--- src/pirc_pkg.sv ---
package pirc_pkg;

    localparam int MEAS_WIDTH_DEF = 16;

    localparam int CFG_W   = 16;
    localparam int ISP_W   = 32;
    localparam int TICK_W  = 16;
    localparam int ERR_W   = 17;
    localparam int INTEG_W = 48;
    localparam int DRIVE_W = 32;
    localparam int ACC_W   = 50;
    localparam int MUL_A_W = 33;
    localparam int MUL_B_W = 17;
    localparam int PSHIFT  = 8;
    localparam int PTERM_W = ERR_W + CFG_W - PSHIFT;

    localparam int ERR_MAX = 65535;

    localparam int DIV_STEPS = INTEG_W;
    localparam int DIV_CNT_W = $clog2(DIV_STEPS);

    localparam int ADDR_W    = 5;
    localparam int DATA_W    = 32;
    localparam int REG_IDX_W = 3;

    localparam logic [REG_IDX_W-1:0] REG_SETPOINT = 3'd0;
    localparam logic [REG_IDX_W-1:0] REG_P_GAIN   = 3'd1;
    localparam logic [REG_IDX_W-1:0] REG_ISP      = 3'd2;
    localparam logic [REG_IDX_W-1:0] REG_I_MIN    = 3'd3;
    localparam logic [REG_IDX_W-1:0] REG_I_MAX    = 3'd4;
    localparam logic [REG_IDX_W-1:0] REG_INCR     = 3'd5;

    localparam logic signed [CFG_W-1:0] SETPOINT_RST = 16'sd0;
    localparam logic signed [CFG_W-1:0] P_GAIN_RST   = 16'sd256;
    localparam logic [ISP_W-1:0]        ISP_RST      = 32'd1000;
    localparam logic signed [CFG_W-1:0] I_MIN_RST    = -16'sd100;
    localparam logic signed [CFG_W-1:0] I_MAX_RST    = 16'sd100;
    localparam logic                    INCR_RST     = 1'b1;

    localparam logic signed [ACC_W-1:0] DRIVE_MAX = ACC_W'(2147483647);
    localparam logic signed [ACC_W-1:0] DRIVE_MIN = -DRIVE_MAX - ACC_W'(1);

    localparam int STEP_W = 4;

    typedef enum logic [3:0] {
        OP_NOP,
        OP_WAIT,
        OP_ERR,
        OP_MUL_TE,
        OP_ADD_SUM,
        OP_MUL_LO,
        OP_CLAMP_LO,
        OP_MUL_HI,
        OP_CLAMP_HI,
        OP_MUL_P,
        OP_PTERM,
        OP_DIV_INIT,
        OP_DIV_STEP,
        OP_ITERM,
        OP_ADD_DRIVE,
        OP_OUT
    } op_t;

    typedef enum logic [2:0] {
        JC_NEXT,
        JC_ALWAYS,
        JC_NO_IN,
        JC_DIV_MORE,
        JC_OUT_BUSY
    } jcond_t;

    typedef struct packed {
        op_t               op;
        jcond_t            jc;
        logic [STEP_W-1:0] target;
    } ucode_t;

    typedef struct packed {
        logic in_req;
        logic div_more;
        logic out_busy;
    } seq_stat_t;

    localparam logic [STEP_W-1:0] STEP_WAIT  = 4'd0;
    localparam logic [STEP_W-1:0] STEP_DIV   = 4'd11;
    localparam logic [STEP_W-1:0] STEP_DRIVE = 4'd13;

    function automatic ucode_t ucode_rom(input logic [STEP_W-1:0] addr);
        ucode_t w;
        w = '{op: OP_NOP, jc: JC_ALWAYS, target: STEP_WAIT};
        case (addr)
            4'd0:  w = '{op: OP_WAIT,      jc: JC_NO_IN,    target: STEP_WAIT};
            4'd1:  w = '{op: OP_ERR,       jc: JC_NEXT,     target: STEP_WAIT};
            4'd2:  w = '{op: OP_MUL_TE,    jc: JC_NEXT,     target: STEP_WAIT};
            4'd3:  w = '{op: OP_ADD_SUM,   jc: JC_NEXT,     target: STEP_WAIT};
            4'd4:  w = '{op: OP_MUL_LO,    jc: JC_NEXT,     target: STEP_WAIT};
            4'd5:  w = '{op: OP_CLAMP_LO,  jc: JC_NEXT,     target: STEP_WAIT};
            4'd6:  w = '{op: OP_MUL_HI,    jc: JC_NEXT,     target: STEP_WAIT};
            4'd7:  w = '{op: OP_CLAMP_HI,  jc: JC_NEXT,     target: STEP_WAIT};
            4'd8:  w = '{op: OP_MUL_P,     jc: JC_NEXT,     target: STEP_WAIT};
            4'd9:  w = '{op: OP_PTERM,     jc: JC_NEXT,     target: STEP_WAIT};
            4'd10: w = '{op: OP_DIV_INIT,  jc: JC_NEXT,     target: STEP_WAIT};
            4'd11: w = '{op: OP_DIV_STEP,  jc: JC_DIV_MORE, target: STEP_DIV};
            4'd12: w = '{op: OP_ITERM,     jc: JC_NEXT,     target: STEP_WAIT};
            4'd13: w = '{op: OP_ADD_DRIVE, jc: JC_OUT_BUSY, target: STEP_DRIVE};
            4'd14: w = '{op: OP_OUT,       jc: JC_ALWAYS,   target: STEP_WAIT};
            default: w = '{op: OP_NOP,     jc: JC_ALWAYS,   target: STEP_WAIT};
        endcase
        return w;
    endfunction

endpackage

--- src/pirc_seq.sv ---
module pirc_seq (
    input  logic                aclk,
    input  logic                aresetn,
    input  pirc_pkg::seq_stat_t stat,
    output pirc_pkg::op_t       op
);

    logic [pirc_pkg::STEP_W-1:0] step_reg;
    logic [pirc_pkg::STEP_W-1:0] step_next;
    pirc_pkg::ucode_t            word;
    logic                        take;

    always_comb begin
        word = pirc_pkg::ucode_rom(step_reg);
    end

    always_comb begin
        case (word.jc)
            pirc_pkg::JC_NEXT:     take = 1'b0;
            pirc_pkg::JC_ALWAYS:   take = 1'b1;
            pirc_pkg::JC_NO_IN:    take = !stat.in_req;
            pirc_pkg::JC_DIV_MORE: take = stat.div_more;
            pirc_pkg::JC_OUT_BUSY: take = stat.out_busy;
            default:               take = 1'b1;
        endcase
    end

    always_comb begin
        step_next = take ? word.target : step_reg + 1'b1;
    end

    always_ff @(posedge aclk) begin
        if (!aresetn) begin
            step_reg <= pirc_pkg::STEP_WAIT;
        end else begin
            step_reg <= step_next;
        end
    end

    assign op = word.op;

endmodule

--- src/pi_regulator_clamped_integral.sv ---
// PI regulator with a clamped integrator.
// Input requests (s_valid/s_ready) carry a signed measurement and the ticks
// elapsed since the previous one. Each request yields exactly one result
// request (m_valid/m_ready) with the error, the new clamped error integral
// and the saturated actuator drive.
// Registers are written over the APB port at byte address 4*i: setpoint,
// p_gain, i_sum_per_unit, i_min, i_max and actuator_increments. Writes are
// expected only while the block is idle.
// A microcoded sequencer steps one shared 33x17 multiplier, an adder and a
// restoring divider through the work. The divider takes one quotient bit per
// cycle for the 48-bit quotient, and a new request is taken only once the
// result of the last one has been loaded into the result register.
// The result sits in an output register, so the next request is taken and
// worked on while it waits; a stalled receiver holds the sequencer only just
// before the result register is loaded.
// Reset restores the register defaults and clears the error integral.
module pi_regulator_clamped_integral #(
    parameter int MEAS_WIDTH = pirc_pkg::MEAS_WIDTH_DEF
) (
    input  logic                                  aclk,
    input  logic                                  aresetn,
    input  logic                                  s_valid,
    output logic                                  s_ready,
    input  logic signed [MEAS_WIDTH-1:0]          s_measurement,
    input  logic [pirc_pkg::TICK_W-1:0]           s_elapsed_ticks,
    output logic                                  m_valid,
    input  logic                                  m_ready,
    output logic signed [pirc_pkg::ERR_W-1:0]     m_error_value,
    output logic signed [pirc_pkg::INTEG_W-1:0]   m_integral_value,
    output logic signed [pirc_pkg::DRIVE_W-1:0]   m_actuator_drive,
    input  logic                                  psel,
    input  logic                                  penable,
    input  logic                                  pwrite,
    input  logic [pirc_pkg::ADDR_W-1:0]           paddr,
    input  logic [pirc_pkg::DATA_W-1:0]           pwdata,
    output logic [pirc_pkg::DATA_W-1:0]           prdata,
    output logic                                  pready
);

    localparam int DIFF_W = ((MEAS_WIDTH > pirc_pkg::CFG_W) ? MEAS_WIDTH : pirc_pkg::CFG_W) + 1;
    localparam logic signed [DIFF_W-1:0] DIFF_HI = DIFF_W'(pirc_pkg::ERR_MAX);
    localparam logic signed [DIFF_W-1:0] DIFF_LO = -DIFF_HI - DIFF_W'(1);

    localparam int ERR_W   = pirc_pkg::ERR_W;
    localparam int ACC_W   = pirc_pkg::ACC_W;
    localparam int INTEG_W = pirc_pkg::INTEG_W;
    localparam int ISP_W   = pirc_pkg::ISP_W;
    localparam int CFG_W   = pirc_pkg::CFG_W;
    localparam int PTERM_W = pirc_pkg::PTERM_W;
    localparam int MUL_A_W = pirc_pkg::MUL_A_W;
    localparam int MUL_B_W = pirc_pkg::MUL_B_W;
    localparam int CNT_W   = pirc_pkg::DIV_CNT_W;

    // Configuration registers.
    logic signed [CFG_W-1:0] setpoint_reg;
    logic signed [CFG_W-1:0] p_gain_reg;
    logic [ISP_W-1:0]        isp_reg;
    logic signed [CFG_W-1:0] i_min_reg;
    logic signed [CFG_W-1:0] i_max_reg;
    logic                    incr_reg;

    logic                                 cfg_wr;
    logic [pirc_pkg::REG_IDX_W-1:0]       cfg_idx;

    // Datapath registers.
    logic signed [MEAS_WIDTH-1:0]       meas_reg;
    logic [pirc_pkg::TICK_W-1:0]        ticks_reg;
    logic signed [ERR_W-1:0]            err_reg, err_next;
    logic signed [ACC_W-1:0]            acc_reg, acc_next;
    logic signed [ACC_W-1:0]            prod_reg, prod_next;
    logic signed [INTEG_W-1:0]          integral_reg, integral_next;
    logic signed [PTERM_W-1:0]          pterm_reg, pterm_next;
    logic [INTEG_W-1:0]                 quot_reg, quot_next;
    logic [ISP_W-1:0]                   rem_reg, rem_next;
    logic [CNT_W-1:0]                   div_cnt_reg, div_cnt_next;
    logic                               neg_reg, neg_next;

    logic                               m_valid_reg, m_valid_next;
    logic signed [ERR_W-1:0]            m_error_value_reg;
    logic signed [INTEG_W-1:0]          m_integral_value_reg;
    logic signed [pirc_pkg::DRIVE_W-1:0] m_actuator_drive_reg;

    pirc_pkg::op_t       op;
    pirc_pkg::seq_stat_t stat;

    logic signed [DIFF_W-1:0]  diff;
    logic signed [MUL_A_W-1:0] mul_a;
    logic signed [MUL_B_W-1:0] mul_b;
    logic signed [ACC_W-1:0]   mul_p;
    logic signed [ACC_W-1:0]   acc_mag;
    logic signed [ACC_W-1:0]   quot_ext;
    logic signed [ACC_W-1:0]   drive_full;
    logic signed [pirc_pkg::DRIVE_W-1:0] drive_sat;
    logic [ISP_W:0]            rem_sh;
    logic [ISP_W+1:0]          div_trial;
    logic                      div_ge;

    pirc_seq u_seq (
        .aclk    (aclk),
        .aresetn (aresetn),
        .stat    (stat),
        .op      (op)
    );

    assign s_ready = (op == pirc_pkg::OP_WAIT);

    always_comb begin
        stat.in_req   = s_valid;
        stat.div_more = (div_cnt_reg != '0);
        stat.out_busy = m_valid_reg && !m_ready;
    end

    // APB register file.
    assign pready  = 1'b1;
    assign cfg_idx = paddr[pirc_pkg::ADDR_W-1:2];
    assign cfg_wr  = psel && penable && pwrite;

    always_ff @(posedge aclk) begin
        if (!aresetn) begin
            setpoint_reg <= pirc_pkg::SETPOINT_RST;
            p_gain_reg   <= pirc_pkg::P_GAIN_RST;
            isp_reg      <= pirc_pkg::ISP_RST;
            i_min_reg    <= pirc_pkg::I_MIN_RST;
            i_max_reg    <= pirc_pkg::I_MAX_RST;
            incr_reg     <= pirc_pkg::INCR_RST;
        end else if (cfg_wr) begin
            case (cfg_idx)
                pirc_pkg::REG_SETPOINT: setpoint_reg <= pwdata[CFG_W-1:0];
                pirc_pkg::REG_P_GAIN:   p_gain_reg   <= pwdata[CFG_W-1:0];
                pirc_pkg::REG_ISP:      isp_reg      <= pwdata[ISP_W-1:0];
                pirc_pkg::REG_I_MIN:    i_min_reg    <= pwdata[CFG_W-1:0];
                pirc_pkg::REG_I_MAX:    i_max_reg    <= pwdata[CFG_W-1:0];
                pirc_pkg::REG_INCR:     incr_reg     <= pwdata[0];
                default: ;
            endcase
        end
    end

    always_comb begin
        case (cfg_idx)
            pirc_pkg::REG_SETPOINT: prdata = {{(pirc_pkg::DATA_W-CFG_W){setpoint_reg[CFG_W-1]}},
                                              setpoint_reg};
            pirc_pkg::REG_P_GAIN:   prdata = {{(pirc_pkg::DATA_W-CFG_W){p_gain_reg[CFG_W-1]}},
                                              p_gain_reg};
            pirc_pkg::REG_ISP:      prdata = isp_reg;
            pirc_pkg::REG_I_MIN:    prdata = {{(pirc_pkg::DATA_W-CFG_W){i_min_reg[CFG_W-1]}},
                                              i_min_reg};
            pirc_pkg::REG_I_MAX:    prdata = {{(pirc_pkg::DATA_W-CFG_W){i_max_reg[CFG_W-1]}},
                                              i_max_reg};
            pirc_pkg::REG_INCR:     prdata = {{(pirc_pkg::DATA_W-1){1'b0}}, incr_reg};
            default:                prdata = '0;
        endcase
    end

    // Shared arithmetic.
    always_comb begin
        diff = {{(DIFF_W-MEAS_WIDTH){meas_reg[MEAS_WIDTH-1]}}, meas_reg}
             - {{(DIFF_W-CFG_W){setpoint_reg[CFG_W-1]}}, setpoint_reg};
    end

    always_comb begin
        case (op)
            pirc_pkg::OP_MUL_TE: begin
                mul_a = {{(MUL_A_W-pirc_pkg::TICK_W){1'b0}}, ticks_reg};
                mul_b = err_reg;
            end
            pirc_pkg::OP_MUL_LO: begin
                mul_a = {1'b0, isp_reg};
                mul_b = {i_min_reg[CFG_W-1], i_min_reg};
            end
            pirc_pkg::OP_MUL_HI: begin
                mul_a = {1'b0, isp_reg};
                mul_b = {i_max_reg[CFG_W-1], i_max_reg};
            end
            pirc_pkg::OP_MUL_P: begin
                mul_a = {{(MUL_A_W-CFG_W){p_gain_reg[CFG_W-1]}}, p_gain_reg};
                mul_b = err_reg;
            end
            default: begin
                mul_a = '0;
                mul_b = '0;
            end
        endcase
    end

    assign mul_p = mul_a * mul_b;

    assign acc_mag  = acc_reg[ACC_W-1] ? -acc_reg : acc_reg;
    assign quot_ext = {{(ACC_W-INTEG_W){1'b0}}, quot_reg};
    assign rem_sh   = {rem_reg, quot_reg[INTEG_W-1]};
    assign div_trial = {1'b0, rem_sh} - {2'b00, isp_reg};
    assign div_ge    = !div_trial[ISP_W+1];

    assign drive_full = incr_reg ? -prod_reg : prod_reg;

    always_comb begin
        if (drive_full > pirc_pkg::DRIVE_MAX) begin
            drive_sat = pirc_pkg::DRIVE_MAX[pirc_pkg::DRIVE_W-1:0];
        end else if (drive_full < pirc_pkg::DRIVE_MIN) begin
            drive_sat = pirc_pkg::DRIVE_MIN[pirc_pkg::DRIVE_W-1:0];
        end else begin
            drive_sat = drive_full[pirc_pkg::DRIVE_W-1:0];
        end
    end

    always_comb begin
        err_next      = err_reg;
        acc_next      = acc_reg;
        prod_next     = prod_reg;
        integral_next = integral_reg;
        pterm_next    = pterm_reg;
        quot_next     = quot_reg;
        rem_next      = rem_reg;
        div_cnt_next  = div_cnt_reg;
        neg_next      = neg_reg;
        case (op)
            pirc_pkg::OP_ERR: begin
                if (diff > DIFF_HI) begin
                    err_next = DIFF_HI[ERR_W-1:0];
                end else if (diff < DIFF_LO) begin
                    err_next = DIFF_LO[ERR_W-1:0];
                end else begin
                    err_next = diff[ERR_W-1:0];
                end
            end
            pirc_pkg::OP_MUL_TE, pirc_pkg::OP_MUL_LO,
            pirc_pkg::OP_MUL_HI, pirc_pkg::OP_MUL_P: begin
                prod_next = mul_p;
            end
            pirc_pkg::OP_ADD_SUM: begin
                acc_next = {{(ACC_W-INTEG_W){integral_reg[INTEG_W-1]}}, integral_reg} + prod_reg;
            end
            pirc_pkg::OP_CLAMP_LO: begin
                if (acc_reg < prod_reg) begin
                    acc_next = prod_reg;
                end
            end
            pirc_pkg::OP_CLAMP_HI: begin
                // The result is the sum, the lower limit or the upper limit,
                // each of which fits the 48-bit integral.
                if (acc_reg > prod_reg) begin
                    acc_next      = prod_reg;
                    integral_next = prod_reg[INTEG_W-1:0];
                end else begin
                    integral_next = acc_reg[INTEG_W-1:0];
                end
            end
            pirc_pkg::OP_PTERM: begin
                pterm_next = prod_reg[pirc_pkg::PSHIFT+PTERM_W-1:pirc_pkg::PSHIFT];
            end
            pirc_pkg::OP_DIV_INIT: begin
                neg_next     = acc_reg[ACC_W-1];
                quot_next    = acc_mag[INTEG_W-1:0];
                rem_next     = '0;
                div_cnt_next = CNT_W'(pirc_pkg::DIV_STEPS - 1);
            end
            pirc_pkg::OP_DIV_STEP: begin
                quot_next    = {quot_reg[INTEG_W-2:0], div_ge};
                rem_next     = div_ge ? div_trial[ISP_W-1:0] : rem_sh[ISP_W-1:0];
                div_cnt_next = div_cnt_reg - 1'b1;
            end
            pirc_pkg::OP_ITERM: begin
                if (isp_reg == '0) begin
                    acc_next = '0;
                end else begin
                    acc_next = neg_reg ? -quot_ext : quot_ext;
                end
            end
            pirc_pkg::OP_ADD_DRIVE: begin
                prod_next = acc_reg + {{(ACC_W-PTERM_W){pterm_reg[PTERM_W-1]}}, pterm_reg};
            end
            default: ;
        endcase
    end

    always_comb begin
        if (op == pirc_pkg::OP_OUT) begin
            m_valid_next = 1'b1;
        end else if (m_ready) begin
            m_valid_next = 1'b0;
        end else begin
            m_valid_next = m_valid_reg;
        end
    end

    always_ff @(posedge aclk) begin
        if (!aresetn) begin
            integral_reg <= '0;
            div_cnt_reg  <= '0;
            m_valid_reg  <= 1'b0;
        end else begin
            integral_reg <= integral_next;
            div_cnt_reg  <= div_cnt_next;
            m_valid_reg  <= m_valid_next;
        end
    end

    always_ff @(posedge aclk) begin
        if (s_valid && s_ready) begin
            meas_reg  <= s_measurement;
            ticks_reg <= s_elapsed_ticks;
        end
        err_reg   <= err_next;
        acc_reg   <= acc_next;
        prod_reg  <= prod_next;
        pterm_reg <= pterm_next;
        quot_reg  <= quot_next;
        rem_reg   <= rem_next;
        neg_reg   <= neg_next;
        if (op == pirc_pkg::OP_OUT) begin
            m_error_value_reg    <= err_reg;
            m_integral_value_reg <= integral_reg;
            m_actuator_drive_reg <= drive_sat;
        end
    end

    assign m_valid          = m_valid_reg;
    assign m_error_value    = m_error_value_reg;
    assign m_integral_value = m_integral_value_reg;
    assign m_actuator_drive = m_actuator_drive_reg;

    a_start: assert property (@(posedge aclk) disable iff (!aresetn)
        s_valid && s_ready |=> op == pirc_pkg::OP_ERR)
        else $error("accepted request did not start the program");

    a_result_src: assert property (@(posedge aclk) disable iff (!aresetn)
        $rose(m_valid) |-> $past(op == pirc_pkg::OP_OUT))
        else $error("result raised outside the output step");

    a_no_overwrite: assert property (@(posedge aclk) disable iff (!aresetn)
        m_valid && !m_ready |-> op != pirc_pkg::OP_OUT)
        else $error("pending result would be overwritten");

    a_div_exit: assert property (@(posedge aclk) disable iff (!aresetn)
        op == pirc_pkg::OP_DIV_STEP && div_cnt_reg == '0 |=> op == pirc_pkg::OP_ITERM)
        else $error("divider loop did not end after its last step");

endmodule

--- config.mk ---
export PLATFORM = sky130hd
export DESIGN_NAME = pi_regulator_clamped_integral
export DESIGN_NICKNAME = d
export VERILOG_FILES = /design/src/pirc_pkg.sv /design/src/pirc_seq.sv /design/src/pi_regulator_clamped_integral.sv
export SDC_FILE = /design/constraint.sdc
export NUM_CORES = 2
export LEC_CHECK = 0
export BUFFER_PORTS_ARGS = -buffer_cell sky130_fd_sc_hd__clkbuf_2
export CAP_MARGIN = 25
export CORE_MARGIN = 2
export CORE_UTILIZATION = 30
export DETAILED_ROUTE_END_ITERATION = 8
export GPL_TIMING_DRIVEN = 0
export PLACE_DENSITY_LB_ADDON = 0.08
export SETUP_SLACK_MARGIN = 0.1
export SLEW_MARGIN = 5
export SYNTH_ARGS = -nofsm -noshare
export SYNTH_HDL_FRONTEND = slang
export SYNTH_SLANG_ARGS = --single-unit
--- constraint.sdc ---
create_clock -name aclk -period 9.1 [get_ports aclk]
set_clock_uncertainty 0.2 [all_clocks]
set_input_delay 1.82 -clock aclk [delete_from_list [all_inputs] [get_ports aclk]]
set_output_delay 1.82 -clock aclk [all_outputs]
set_load 0.02 [all_outputs]
---- Word-level counts from Yosys, hierarchy flattened ----
Memories as Yosys holds them, arrays and structs flattened. A register that Yosys moved wholly into a read port is not among the register bits.
Cells that the tools add are included.
storage, ports and cells
  register bits after elaboration ......... 508
  bits in read-only memories .............. 176
  bits of input ports ..................... 76
  output and inout bits ................... 132
  memories ................................ 1
memory list
  name              words  width  read ports  clocked after memory_dff  write ports  RTL line        source
  (name not given)  16     11     1           1                         0            pirc_pkg.sv:91  case (addr)
cells by class
  $add $sub $neg .......................... 9
  $mul .................................... 1
  magnitude comparators ................... 6
  equal/unequal tests ..................... 25
  muxes and demuxes ....................... 23
  reduce and logical (&&, ||, !) cells .... 25
operators with widths
  cell                                                                                count
  50-bit two-way mux                                                                  5
  50-bit one-hot mux with 4 select lines                                              1
  32-bit one-hot mux with 6 select lines                                              1
  50-bit adder                                                                        2
  50-bit one-hot mux with 2 select lines                                              1
  33-bit one-hot mux with 3 select lines                                              1
  48-bit two-way mux                                                                  2
  48-bit one-hot mux with 2 select lines                                              1
  32-bit two-way mux                                                                  2
  32-bit one-hot mux with 2 select lines                                              1
  17-bit one-hot mux with 3 select lines                                              1
  50-bit by 32-bit greater-than comparator with 1-bit output (second input constant)  1
  50-bit greater-than comparator                                                      1
  50-bit by 32-bit < comparator with 1-bit output (second input constant)             1
  50-bit < comparator                                                                 1
  33-bit by 17-bit multiplier with 50-bit output                                      1
  48-bit negation with 50-bit output                                                  1
  50-bit negation                                                                     1
  48-bit negation                                                                     1
  33-bit by 32-bit subtractor with 34-bit output                                      1
  4-bit equality test (second input constant)                                         8
  32-bit zero test                                                                    1
  17-bit greater-than comparator (second input constant)                              1
  17-bit < comparator (second input constant)                                         1
  25 further kinds                                                                    51

---- Longest topological paths before layout ----
  depth after elaboration ................. 5
  gate-level depth with buffers ........... 37

---- Hierarchy ----
A second synthesis with hierarchy kept.
second synthesis, totals
  cell total of the unflattened synthesis .. 5,895
  area, all modules ....................... 51,877.3 um2
by module, submodules not included
  module                         instances  cells an instance  area an instance (um2)
  pi_regulator_clamped_integral  1          5,837              51,265.4
  pirc_seq                       1          58                 611.8

---- Worst setup path before layout ----
No wires, ideal clock.
  kind .................................... register -> register
  start point ............................. register, netlist name u_seq.word[8]
  end point ............................... register prod_reg[48] (data pin)
  setup time .............................. 0.274 ns
  data arrival time ....................... 8.555 ns
  data required time ...................... 8.626 ns
  setup slack ............................. 0.072 ns
  cell stages (with the launch flop) ...... 35
  clock period less this slack ............ 9.028 ns
  path through ............................ dfxtp_1 > clkbuf_1 > nand2_1 > nor3_1 > or2_2 > clkbuf_1 > buf_1 > nand2_1 > nand2_1 > clkbuf_1 > nand2_1 > fa_1 > inv_1 > fa_1 > inv_1 > fa_1 > inv_1 > fa_1 > fa_1 > inv_1 > fa_1 > inv_1 > ha_1 > nand3_1 > a211oi_1 > o21ai_0 > a31oi_1 > a2111oi_0 > nor4b_1 > nor3_1 > o41ai_1 > a221o_1 > a21oi_1 > xor2_1 > o2111ai_1
on the way
  word-level cells in the longest chain between the ends .. 5
  elaborated cells between the ends (all ways) .. 12
  those cells by class .................... mul: 1; eq/ne: 5; mux: 3; reduce/logical: 3
ends and longest elaborated chain
  element                                                                                           RTL line                                                                    source
  4-bit by 3-bit equality test with 1-bit output, or another cell as far along                      pi_regulator_clamped_integral.sv:162, pi_regulator_clamped_integral.sv:216
  2-bit OR reduction (no source line)                                                               --
  33-bit one-hot mux with 3 select lines or 17-bit one-hot mux with 3 select lines (tied branches)  pi_regulator_clamped_integral.sv:162                                        case (op)
  33-bit by 17-bit multiplier with 50-bit output                                                    pi_regulator_clamped_integral.sv:186                                        assign mul_p = mul_a * mul_b;
  50-bit one-hot mux with 2 select lines (*)                                                        pi_regulator_clamped_integral.sv:216                                        case (op)
  net prod_next[48]                                                                                 pi_regulator_clamped_integral.sv:70                                         logic signed [ACC_W-1:0] prod_reg, prod_next;
  end signal, assigned                                                                              pi_regulator_clamped_integral.sv:305                                        prod_reg <= prod_next;
  end, declared                                                                                     pi_regulator_clamped_integral.sv:70
Mark *: on every way through the listed nets, which the timed path passes. The rest lies on a longest branch.
A chain may end at the register's enable or synchronous reset.

---- Worst setup path after layout ----
  start point ............................. register, netlist name u_seq.word[10]
  end point ............................... register prod_reg[48] (data pin)
on the way
  word-level cells in the longest chain between the ends .. 5
  elaborated cells between the ends (all ways) .. 12
  those cells by class .................... mul: 1; eq/ne: 5; mux: 3; reduce/logical: 3
ends and longest elaborated chain
  element                                                                                           RTL line
  4-bit by 3-bit equality test with 1-bit output, or another cell as far along                      pi_regulator_clamped_integral.sv:162, pi_regulator_clamped_integral.sv:216
  2-bit OR reduction (no source line)                                                               --
  33-bit one-hot mux with 3 select lines or 17-bit one-hot mux with 3 select lines (tied branches)  pi_regulator_clamped_integral.sv:162
  33-bit by 17-bit multiplier with 50-bit output                                                    pi_regulator_clamped_integral.sv:186
  50-bit one-hot mux with 2 select lines (*)                                                        pi_regulator_clamped_integral.sv:216
  net prod_next[48]                                                                                 pi_regulator_clamped_integral.sv:70
Marks and branches as above.

==> results.md <==
* Outcome: finished clean
* CTS Buf Count at 73
* Final ANT Viol Nets at 0
* Critical path data arrival time at 8890 ps
* Sequential area share after synthesis at 27.00%
* CP Capture Type: flop
* Mapped Avg Cell Area at 8.864 µm²
* Most common cell on crit path: fa_1
* # fillers at 17625
* Initial antenna violation count at 4
* Synth unique cells at 81
* RSZ-0062 raised after global routing: no
* Max FO, Critical Path at 10
* Vias in the first global route at 43545
* Min cycle time layout at 8703 ps
* Seq cells post-synth at 517
* Max Root-Sink Buffers at 3
* CTS tree: yes
* Placed Area at 0.05566 mm²
* Area Growth Syn to Fin at 15.97%
* Die Ht at 417.9 µm
* Row cnt at 151
* Slowest CP cell: fa_1
* Yosys Warn Count at 0
* Commonest non-fill, non-tap cell in the layout: nand2_1
* Power per cell area at 262.1 mW/mm²
* FMAX at 0.1149 GHz
* Startpoint types: flop
* Number of synthesized flops with an enable pin at 352
* H-tree depth at 3
* Most frequent cells in the layout: nand2_1 (761), inv_1 (752), fa_1 (531)
* Final Hold Slack at 250.5 ps
* Global-route wire length before repair at 288900 µm
* HP Class: reg -> reg
* Pre-CTS WS at -3578 ps
* Gr ovfl total at 0
* Final setup vio count at 0
* Total number of vias at 42516
* Worst-margin pin slew at 1097 ps
* Dpl hpwl at 161900 µm
* Core Box Area at 0.1698 mm²
* Worst-path clk slew at 60 ps
* Hold Vio Cnt, Final at 0
* RePlAce Congestion at 0.8961
* Starting Density at 30.25%
* Iter 0 DRT Violations at 2970
* CP Class: reg -> reg
* Max_slew headroom at 26.29%
* Netlist Area Pre-Place at 0.05138 mm²
* Hold-fix buffers, CTS at 0
* CTS root buffer: clkbuf_16
* Largest net degree at the start of global routing at 32
* Leakage power at 0.02581 µW
* Peak VDD IR at 0.1747 mV
* GRT Total Usage at 22.19%
* Final WS setup at 396.8 ps
* Ys async rst share at 0%
* Synthesized net count at 6736
* Die area at 0.1746 mm²
* Port Buffers at 204
* Top-level I/O count at 208
* Clk sinks at 517
* Avg Vias per Cell at 5.051
* Die width at 417.9 µm
* Number of max-cap violations at 0
* Layout cells sized above 1 at 10.68%
* Max-slew violation count at 0
* Clock latency on the worst-skew pair at 680 ps
* Fin nets at 7076
* CP max stage delay at 560 ps
* DRT Pass-1 Iters at 5
* Syn Inst Count at 5797
* Post-route cell area at 0.05959 mm²
* Final wirelength at 195200 µm
* CP required at 9290 ps
* Ys flop type: edfxtp_1
* Mean routed wirelength per cell at 23.18 µm
* Final period utilization at 95.64%
* Post-route DRC at 0
## cells in the mapped netlist, drive strengths merged, types with 18 or more instances
library cell | count | area, µm²
dfxtp | 165 | 3303
a21oi | 425 | 2127
a211oi | 29 | 217.7
and2 | 35 | 219.0
o221ai | 37 | 324.1
nand2b | 37 | 231.5
nor2b | 47 | 294.0
o21a | 18 | 135.1
buf | 27 | 137.6
mux2i | 48 | 480.5
inv | 755 | 2834
o21ai | 322 | 1623
or3 | 33 | 211.5
clkbuf | 233 | 874.6
a31oi | 22 | 137.6
nor4 | 26 | 162.7
fa | 540 | 10810
or2 | 21 | 131.4
xnor2 | 162 | 1419
and3 | 27 | 168.9
o211ai | 24 | 180.2
nand4 | 48 | 300.3
nor2 | 532 | 1997
a22oi | 47 | 352.8
nand2 | 797 | 2992
or4 | 23 | 180.2
ha | 323 | 4041
nor3 | 39 | 195.2
edfxtp | 352 | 10570
o21bai | 23 | 172.7
xor2 | 152 | 1331
o41ai | 23 | 220.2
o22ai | 21 | 131.4
o31ai | 47 | 352.8
a21o | 130 | 975.9
nand3 | 78 | 390.4
## cells by family after synthesis
family	after synthesis	share of synthesized area, %
and+or+nand+nor	1765	14.91
AOI/OAI and AO/OA	1270	15.30
buffers and inverters	1015	7.486
adders and majority gates	863	28.90
DFF	517	27.00
xor gates and xnor gates	314	5.352
muxes	52	1.045
other	1	0.007298
## path summary, 6_finish.rpt
kind	startpoint	endpoint	slack, ps	cells past startpoint
max reg2reg	u_seq.word[10]	prod_reg[48]	400	32
min	err_reg[11]	m_error_value[11]	250	0
max	u_seq.word[10]	prod_reg[48]	400	32
min reg2reg	err_reg[11]	m_error_value[11]	250	0
## metrics by stage
step / setup TNS (ps) / utilization [%] / instances / power, µW
3_5_place_dp: -81230 / 32.77 / 8249 / 12260
5_1_grt: 0 / 35.08 / 8417 / 16830
4_1_cts: 0 / 34.79 / 8398 / 15580
2_1_floorplan: 0 / - / 5797 / 9344
6_report: 0 / 35.08 / 8418 / 15620
3_3_place_gp: -305910 / 32.49 / 8219 / 12210
## critical path, delay by kind of cell, from the launching register on
| family | cells | cell delay (ps) |
|---|---|---|
| buf+inv | 9 | 1220 |
| flops | 1 | 300 |
| simple gates | 7 | 1260 |
| fa+ha+maj | 7 | 3480 |
| xor+xnor | 1 | 170 |
| compound gates | 8 | 1730 |
## layer usage
layer | GRT usage [%] | part of all wire [%] | wire length (µm) | up-vias
li1 | - | - | - | 20163
met1 | 30.04 | 45 | 88770 | 20980
met2 | 36.59 | 46 | 89790 | 1094
met3 | 2.415 | 4.5 | 8742 | 277
met4 | 7.979 | 4.0 | 7843 | 2
met5 | 0 | 0.0067 | 13 | -
## report_power, final
part           switching, µW  total (µW)  internal [µW]
clock network           1220        3010           1790
registers                671        3850           3180
logic                   5540        8760           3210
total                   7440       15600           8180
## area by class of cell
class                   instances  area (µm²)  area share, %
multi-input cells            4266       34410          57.75
flip-flops and latches        517       13870          23.28
inverters                     755        2838          4.762
well taps                    2218        2775          4.657
clock buffers                  88        1957          3.284
repair buffers                272        1743          2.925
plain buffers                 252        1419          2.381
clock inverters                48       565.5         0.9491
diodes                          2       5.005       0.008399
## repair_timing
item                       4_1_cts  5_1_grt
cloned                           1        1
setup endpoints to repair       39       12
pin swaps                       20       22
setup buffers                   19       17
gates resized for setup        257      141
No activity file was read; power rests on OpenSTA's default activity.
